===== config.mk =====
export PLATFORM = sky130hd
export DESIGN_NAME = hbp_packer
export DESIGN_NICKNAME = d
export VERILOG_FILES = /design/src/sv/hbp_pkg.sv /design/src/sv/hbp_packer.sv
export SDC_FILE = /design/constraint.sdc
export NUM_CORES = 1
export LEC_CHECK = 0
export BUFFER_PORTS_ARGS = -buffer_cell sky130_fd_sc_hd__clkbuf_2
export CORE_MARGIN = 10
export CORE_UTILIZATION = 57
export CTS_CLUSTER_DIAMETER = 60
export DETAILED_ROUTE_END_ITERATION = 10
export PLACE_DENSITY = 0.78
export SKIP_CTS_REPAIR_TIMING = 1
export SYNTH_ARGS = -nofsm -noshare
export SYNTH_HDL_FRONTEND = slang
export SYNTH_SLANG_ARGS = --single-unit

===== constraint.sdc =====
create_clock -name aclk -period 7.16 [get_ports aclk]
set_input_delay 0.358 -clock aclk [delete_from_list [all_inputs] [get_ports aclk]]
set_output_delay 0.358 -clock aclk [all_outputs]
set_load 0.03 [all_outputs]

===== src/sv/hbp_pkg.sv =====
// Shared constants and types for the Huffman bit packer.
`default_nettype none
package hbp_pkg;

    localparam int OP_W   = 2;
    localparam int SYM_W  = 8;
    localparam int CODE_W = 24;
    localparam int LEN_W  = 5;
    localparam int BYTE_W = 8;

    localparam logic [OP_W-1:0] OP_LOAD   = 2'd0;
    localparam logic [OP_W-1:0] OP_ENCODE = 2'd1;
    localparam logic [OP_W-1:0] OP_FLUSH  = 2'd2;

    typedef struct packed {
        logic              wr_en;
        logic              rd_en;
        logic [SYM_W-1:0]  addr;
        logic [CODE_W-1:0] code;
        logic [LEN_W-1:0]  len;
    } tbl_req_t;

endpackage
`default_nettype wire


===== src/sv/hbp_packer.sv =====
// Sequencer, bit window and output register of the bit packer.
`default_nettype none
module hbp_packer #(
    parameter int WINDOW_BITS  = 32,
    parameter int MAX_CODE_LEN = 24
) (
    input  wire logic                                 aclk,
    input  wire logic                                 aresetn,
    input  wire logic                                 in_valid,
    output logic                                      in_ready,
    input  wire logic [hbp_pkg::OP_W-1:0]             in_op,
    input  wire logic [hbp_pkg::SYM_W-1:0]            in_sym,
    input  wire logic [hbp_pkg::CODE_W-1:0]           in_code,
    input  wire logic [hbp_pkg::LEN_W-1:0]            in_len,
    output hbp_pkg::tbl_req_t                         tbl_req,
    input  wire logic                                 rsp_valid,
    input  wire logic [$clog2(MAX_CODE_LEN+1)-1:0]    rsp_len,
    input  wire logic [MAX_CODE_LEN-1:0]              rsp_code,
    output logic                                      out_valid,
    input  wire logic                                 out_ready,
    output logic [hbp_pkg::BYTE_W-1:0]                out_byte,
    output logic                                      out_last,
    output logic                                      out_err
);

    localparam int TLEN_W = $clog2(MAX_CODE_LEN + 1);
    localparam int HELD_W = $clog2(WINDOW_BITS + 1);
    localparam int SUM_W  = HELD_W + 1;

    typedef enum logic [1:0] {
        ST_IDLE,
        ST_LOOKUP,
        ST_EMIT
    } state_t;

    state_t                      state_reg, state_next;
    logic [WINDOW_BITS-1:0]      window_reg, window_next;
    logic [HELD_W-1:0]           held_reg, held_next;
    logic                        flush_reg, flush_next;
    logic                        miss_reg, miss_next;
    logic [TLEN_W-1:0]           len_reg, len_next;
    logic [MAX_CODE_LEN-1:0]     code_reg, code_next;
    logic                        out_valid_reg, out_valid_next;
    logic [hbp_pkg::BYTE_W-1:0]  out_byte_reg, out_byte_next;
    logic                        out_last_reg, out_last_next;
    logic                        out_err_reg, out_err_next;

    logic                        accept;
    logic                        slot_free;
    logic [HELD_W-1:0]           held_dec;
    logic [WINDOW_BITS-1:0]      top_shift;
    logic [hbp_pkg::BYTE_W-1:0]  byte_top;
    logic [hbp_pkg::BYTE_W-1:0]  byte_pad;
    logic                        held_ge8;
    logic                        over;
    logic                        over_after;
    logic [WINDOW_BITS-1:0]      window_app;

    assign in_ready  = (state_reg == ST_IDLE);
    assign accept    = in_valid && in_ready;
    assign slot_free = !out_valid_reg || out_ready;

    always_comb begin
        tbl_req.wr_en = accept && (in_op == hbp_pkg::OP_LOAD);
        tbl_req.rd_en = accept && (in_op == hbp_pkg::OP_ENCODE);
        tbl_req.addr  = in_sym;
        tbl_req.code  = in_code;
        tbl_req.len   = in_len;
    end

    assign held_dec   = held_reg - HELD_W'(8);
    assign held_ge8   = (held_reg >= HELD_W'(8));
    assign top_shift  = window_reg >> held_dec;
    assign byte_top   = top_shift[hbp_pkg::BYTE_W-1:0];
    assign byte_pad   = 8'(window_reg[7:0] << (4'd8 - {1'b0, held_reg[2:0]}));
    assign over       = (SUM_W'(held_reg) + SUM_W'(len_reg)) > SUM_W'(WINDOW_BITS);
    assign over_after = (SUM_W'(held_dec) + SUM_W'(len_reg)) > SUM_W'(WINDOW_BITS);
    assign window_app = (window_reg << len_reg) | WINDOW_BITS'(code_reg);

    always_comb begin
        state_next     = state_reg;
        window_next    = window_reg;
        held_next      = held_reg;
        flush_next     = flush_reg;
        miss_next      = miss_reg;
        len_next       = len_reg;
        code_next      = code_reg;
        out_valid_next = out_valid_reg && !out_ready;
        out_byte_next  = out_byte_reg;
        out_last_next  = out_last_reg;
        out_err_next   = out_err_reg;

        unique case (state_reg)
            ST_IDLE: begin
                if (accept) begin
                    case (in_op)
                        hbp_pkg::OP_ENCODE: begin
                            flush_next = 1'b0;
                            state_next = ST_LOOKUP;
                        end
                        hbp_pkg::OP_FLUSH: begin
                            if (held_reg != '0) begin
                                flush_next = 1'b1;
                                state_next = ST_EMIT;
                            end
                        end
                        default: ;
                    endcase
                end
            end
            ST_LOOKUP: begin
                miss_next  = !rsp_valid;
                len_next   = rsp_len;
                code_next  = rsp_code;
                state_next = ST_EMIT;
            end
            ST_EMIT: begin
                if (flush_reg) begin
                    if (slot_free) begin
                        out_valid_next = 1'b1;
                        out_err_next   = 1'b0;
                        out_byte_next  = held_ge8 ? byte_top : byte_pad;
                        held_next      = held_ge8 ? held_dec : '0;
                        out_last_next  = (held_reg <= HELD_W'(8));
                        if (held_reg <= HELD_W'(8)) begin
                            window_next = '0;
                            state_next  = ST_IDLE;
                        end
                    end
                end else if (miss_reg) begin
                    if (slot_free) begin
                        out_valid_next = 1'b1;
                        out_byte_next  = '0;
                        out_last_next  = 1'b1;
                        out_err_next   = 1'b1;
                        state_next     = ST_IDLE;
                    end
                end else if (over) begin
                    if (slot_free) begin
                        out_valid_next = 1'b1;
                        out_byte_next  = byte_top;
                        out_last_next  = !over_after;
                        out_err_next   = 1'b0;
                        held_next      = held_dec;
                    end
                end else begin
                    window_next = window_app;
                    held_next   = held_reg + HELD_W'(len_reg);
                    state_next  = ST_IDLE;
                end
            end
            default: state_next = ST_IDLE;
        endcase
    end

    always_ff @(posedge aclk) begin
        if (!aresetn) begin
            state_reg     <= ST_IDLE;
            window_reg    <= '0;
            held_reg      <= '0;
            flush_reg     <= 1'b0;
            miss_reg      <= 1'b0;
            out_valid_reg <= 1'b0;
        end else begin
            state_reg     <= state_next;
            window_reg    <= window_next;
            held_reg      <= held_next;
            flush_reg     <= flush_next;
            miss_reg      <= miss_next;
            out_valid_reg <= out_valid_next;
        end
        len_reg      <= len_next;
        code_reg     <= code_next;
        out_byte_reg <= out_byte_next;
        out_last_reg <= out_last_next;
        out_err_reg  <= out_err_next;
    end

    assign out_valid = out_valid_reg;
    assign out_byte  = out_byte_reg;
    assign out_last  = out_last_reg;
    assign out_err   = out_err_reg;

endmodule
`default_nettype wire


==> results of run 1 <==
-- layout make-up --
cell class	instances	area, um^2
sequential	82	2030
timing repair buffer	58	313
clock inverter	7	60.1
multi-input combinational	514	4270
inverter	17	63.8
clock buffer	9	225
tap	147	184
fill	1027	4760
-- logic make-up (layout without fill, tap and decap cells) --
logic type,count (synthesis),after routing,synth area share
AO/OA/AOI/OAI,173,173,0.172
XOR/XNOR,3,3,0.00381
adder cells (fa/ha/maj),10,10,0.0192
buffers and inverters,114,91,0.0862
flip-flops,82,82,0.295
multiplexers,119,119,0.289
AND/OR/NAND/NOR,209,209,0.135
-- worst paths after layout --
check | start | end | slack (ns) | cells after the start
setup / recovery | held_reg[3] | out_byte[3] | 3.38 | 8
hold / removal | rsp_code[5] | code_reg[5] | 0.18 | 1
setup reg to reg | held_reg[3] | out_byte[3] | 3.38 | 8
hold reg to reg | held_reg[0] | held_reg[0] | 0.47 | 2
-- power by group --
part	internal, mW	switching [mW]
clock	0.265	0.189
combinational	0.0472	0.0663
sequential	0.498	0.0134
total	0.811	0.269
-- metal layers --
layer	global-route usage	vias to the layer above	part of all wire
li1	-	2626	-
met2	0.362	291	0.47
met5	0	-	0
met3	0.0511	69	0.080
met1	0.296	2916	0.41
met4	0.116	0	0.041
-- placed cells by master (no fill, tap or decap), types with 3 or more instances in the layout --
cell type,count
nor2b_1,6
o2bb2ai_1,6
dfxtp_1,42
and2_1,4
o211ai_1,4
a31oi_1,7
o21bai_1,6
mux2_2,20
nand3_1,11
inv_1,14
o22a_1,4
a21o_1,3
clkinv_1,6
nand2_1,89
clkbuf_2,49
nor3_1,18
o22ai_1,25
a311oi_1,5
mux4_2,62
mux2i_1,37
and3_1,8
ha_1,9
buf_4,9
a211oi_1,8
edfxtp_1,39
nor4_1,3
o21ai_0,20
o32ai_1,7
nor2_1,54
clkbuf_16,9
a2bb2oi_1,3
a221oi_1,8
a21oi_1,47
nand2b_1,5
-- stage by stage --
| step | cells | util | instance area (um^2) |
|---|---|---|---|
| after floorplan | 710 | - | 6890 |
| after global placement | 818 | 0.577 | 6870 |
| after detailed placement | 818 | 0.577 | 6870 |
| after CTS | 834 | 0.601 | 7150 |
| after global routing | 834 | 0.601 | 7150 |
| final | 834 | 0.601 | 7150 |
==> results.sh, run 1 <==
export IMPL_antennaDiodeCount=0
export IMPL_cp_end_kind="flip-flop"
export IMPL_start_util=0.579
export IMPL_skew_ns=0.00764
export IMPL_critPathMaxStageDelay_ns=0.75
export IMPL_dieHeight_um=130
export IMPL_ys_seq_area_frac=0.295
export IMPL_yosys_warnings=0
export IMPL_grt_pass1_wl_um=30500
export IMPL_worst_setup_path_type="flip-flop to flip-flop"
export IMPL_track_usage=0.231
export IMPL_grt_pass1_vias=5669
export IMPL_worst_ep_required_time_ns=7.22
export IMPL_synth_area_leaders="mux4_2 (20%), edfxtp_1 (17%), dfxtp_1 (12%), mux2i_1 (5.4%), nand2_1 (4.8%)"
export IMPL_layout_drive_gt1_share=0.240
export IMPL_hold_violations=0
export IMPL_drc=0
export IMPL_max_vdd_ir_drop_v=0.000204
export IMPL_path_buf_inv=1
export IMPL_synth_top_area_share=0.203
export IMPL_outcome="finished, final reports clean"
export IMPL_clock_tree_root_cell="clkbuf_16"
export IMPL_synth_top_area_cell="mux4_2"
export IMPL_clk_path_buf_depth=2
export IMPL_grt_max_degree=44
export IMPL_coreArea_mm2=0.0119
export IMPL_p_per_area_mw_per_mm2=151
export IMPL_ant_nets=0
export IMPL_netlist_area_mm2=0.00689
export IMPL_cp_slowest_cell="dfxtp_1"
export IMPL_vias=5902
export IMPL_fin_tns_setup_ns=0
export IMPL_drt_total_wl_um=19500
export IMPL_timing_final_crit_share=0.528
export IMPL_cts_sinks=82
export IMPL_cts_tree="yes"
export IMPL_ys_flop_type="dfxtp_1"
export IMPL_grt_overflow=0
export IMPL_die_w_um=130
export IMPL_port_buffers=49
export IMPL_ys_seq_elements=82
export IMPL_avgSynthCellArea_um2=9.71
export IMPL_slew_headroom=0.284
export IMPL_place_hpwl_um=14100
export IMPL_p_leak_nw=2.50
export IMPL_routabilityCongestion=0.950
export IMPL_maxCapViolations=0
export IMPL_worst_slack_ns=3.38
export IMPL_io_pins=124
export IMPL_min_period_ns=3.78
export IMPL_pre_cts_ws_ns=3.41
export IMPL_drt_initial_drc_count=625
export IMPL_synth_fp_nets=793
export IMPL_ys_types=63
export IMPL_rows=40
export IMPL_totalPowerFinal_mw=1.08
export IMPL_slew_violations=0
export IMPL_fp_dieArea_mm2=0.0169
export IMPL_nets=765
export IMPL_wire_per_inst_um=23.4
export IMPL_arrival_ns=3.85
export IMPL_crit_family="compound AO/OA/AOI/OAI gates"
export IMPL_rsz0062_at_grt="no"
export IMPL_hp_class="primary input to flip-flop"
export IMPL_synthArstFlopShare=0
export IMPL_whs_ns=0.177
export IMPL_largest_reg_flops=32
export IMPL_synth_common_cells="nand2_1 (89), mux4_2 (62), nor2_1 (54), a21oi_1 (47), dfxtp_1 (43)"
export IMPL_drt_vias_per_instance=7.08
export IMPL_synth_edf_count=39
export IMPL_clock_fmax_mhz=264
export IMPL_area_delta_synth_final_pct=3.79
export IMPL_startpoint_type="flip-flop"
export IMPL_insertion_delay_ns=0.35
export IMPL_cp_max_fo=18
export IMPL_max_slew_worst_pin_slew_ns=1.07
export IMPL_antenna_found_initial=0
export IMPL_path_clk_slew_ns=0.06
export IMPL_crit_chain="inv_1, ha_1, and3b_4, or4_4, a2111o_1, a31o_4, o21ai_0, nor2_1"
export IMPL_cts_buffers_inserted=9
export IMPL_first_pass_iters=5
export IMPL_synth_cells=710
export IMPL_htreeDepth=3
export IMPL_synth_most_common_cell="nand2_1"
export IMPL_setup_viol=0
Note: power is estimated with default switching activity, not from simulation.
==> run 2, diff against run 1 <==
==> constraint.sdc (replaced) <==
create_clock -name aclk -period 3.6 [get_ports aclk]
set_input_delay 0.18 -clock aclk [delete_from_list [all_inputs] [get_ports aclk]]
set_output_delay 0.18 -clock aclk [all_outputs]
set_load 0.03 [all_outputs]
==> results.sh, run 2 (same netlist as run 1, synthesis figures left out) <==
export IMPL_grt_max_degree=43
export IMPL_vias=6050
export IMPL_drt_initial_drc_count=625
export IMPL_p_per_area_mw_per_mm2=309
export IMPL_coreArea_mm2=0.0119
export IMPL_rsz0062_at_grt="no"
export IMPL_drt_total_wl_um=20000
export IMPL_cp_end_kind="flip-flop"
export IMPL_crit_chain="ha_1, fa_1, and3b_4, o31ai_1, a2111o_1, a31o_4, o21ai_1, nor2_1"
export IMPL_start_util=0.579
export IMPL_grt_pass1_wl_um=31700
export IMPL_fin_util=0.612
export IMPL_die_w_um=130
export IMPL_layout_drive_gt1_share=0.259
export IMPL_clkPwrFrac=0.445
export IMPL_timing_final_crit_share=0.915
export IMPL_cts_tree="yes"
export IMPL_drc=0
export IMPL_rows=40
export IMPL_p_leak_nw=2.59
export IMPL_fp_dieArea_mm2=0.0169
export IMPL_routabilityCongestion=0.967
export IMPL_slew_headroom=0.533
export IMPL_ant_nets=0
export IMPL_cp_slowest_cell="nor2_1"
export IMPL_cts_sinks=82
export IMPL_path_buf_inv=0
export IMPL_maxCapViolations=0
export IMPL_place_hpwl_um=14700
export IMPL_fin_tns_setup_ns=0
export IMPL_clk_path_buf_depth=2
export IMPL_io_pins=124
export IMPL_power_internal_mw=1.72
export IMPL_critPathMaxStageDelay_ns=0.54
export IMPL_dieHeight_um=130
export IMPL_largest_reg_flops=32
export IMPL_max_vdd_ir_drop_v=0.000268
export IMPL_clock_fmax_mhz=303
export IMPL_grt_pass1_vias=5806
export IMPL_arrival_ns=3.28
export IMPL_track_usage=0.239
export IMPL_skew_ns=0.00638
export IMPL_min_period_ns=3.30
export IMPL_startpoint_type="flip-flop"
export IMPL_slew_violations=0
export IMPL_antenna_found_initial=1
export IMPL_area_delta_synth_final_pct=5.77
export IMPL_hp_class="primary input to flip-flop"
export IMPL_pwr_share_seq=0.450
export IMPL_crit_family="compound AO/OA/AOI/OAI gates"
export IMPL_cp_max_fo=9
export IMPL_max_slew_worst_pin_slew_ns=0.697
export IMPL_worst_setup_path_type="flip-flop to flip-flop"
export IMPL_first_pass_iters=5
export IMPL_path_clk_slew_ns=0.06
export IMPL_mostFrequentLayoutCells="nand2_1 (89), mux4_2 (62), nor2_1 (54)"
export IMPL_setup_viol=0
export IMPL_swShare=0.238
export IMPL_layout_commonest_cell="nand2_1"
export IMPL_wire_per_inst_um=23.5
export IMPL_htreeDepth=3
export IMPL_outcome="finished, final reports clean"
export IMPL_insertion_delay_ns=0.35
export IMPL_cts_buffers_inserted=9
export IMPL_worst_ep_required_time_ns=3.58
export IMPL_clock_tree_root_cell="clkbuf_16"
export IMPL_drt_vias_per_instance=7.13
export IMPL_switching_power_uw=537
export IMPL_grt_overflow=0
export IMPL_port_buffers=49
export IMPL_hold_violations=0
export IMPL_power_frac_comb=0.105
export IMPL_nets=778
-- run 2: cell count changes in the layout (fill, tap and decap cells not counted), sizes merged --
cell and delta:
clkinv -3, buf +13, clkbuf +3, clkinvlp -2
diode +1, bufinv +1, inv +1
-- run 2: layout make-up --
type	instances	area, um^2
inverters	17	63.8
clock buffers	12	246
multi-input cells	514	4280
repair buffers	71	410
flip-flops and latches	82	2030
diodes	1	2.50
fillers	1033	4620
clock inverters	4	73.8
well taps	147	184
-- run 2: power by group through the flow --
stage               logic [mW]  clock network (mW)  registers (mW)
finish                   0.238                1.00            1.01
CTS                      0.234                1.01            1.01
global route             0.258                1.05            1.02
global placement         0.229                   0            1.03
detailed placement       0.233                   0            1.03
floorplan                0.246                   0            1.02
-- run 2: through the flow --
stage | power, mW | cells | setup slack [ns] | instance area (um^2) | hold WS [ns]
3_3_place_gp | 1.26 | 831 | 0.328 | 6970 | 0.357
2_1_floorplan | 1.27 | 710 | 0.126 | 6890 | 0.259
3_5_place_dp | 1.27 | 831 | 0.200 | 6970 | 0.359
6_report | 2.26 | 848 | 0.305 | 7290 | 0.00402
4_1_cts | 2.26 | 847 | 0.179 | 7290 | -0.00235
5_1_grt | 2.32 | 847 | 0.116 | 7290 | 0.00138
-- run 2: path summary, 6_finish.rpt --
| kind | start | end | slack, ns | cells after the start |
|---|---|---|---|---|
| worst max-delay path | len_reg[0] | out_last | 0.30 | 8 |
| worst min-delay path | rsp_code[14] | code_reg[14] | 0.004 | 1 |
| worst max register to register | len_reg[0] | out_last | 0.30 | 8 |
| worst min register to register | code_reg[0] | window_reg[0] | 0.47 | 2 |
-- run 2: routing by layer --
layer,global-route usage,share of wire,routed length (um)
met1,0.311,0.39,7870
met2,0.367,0.46,9170
met3,0.0434,0.098,1950
met4,0.136,0.048,967
met5,0,0,0
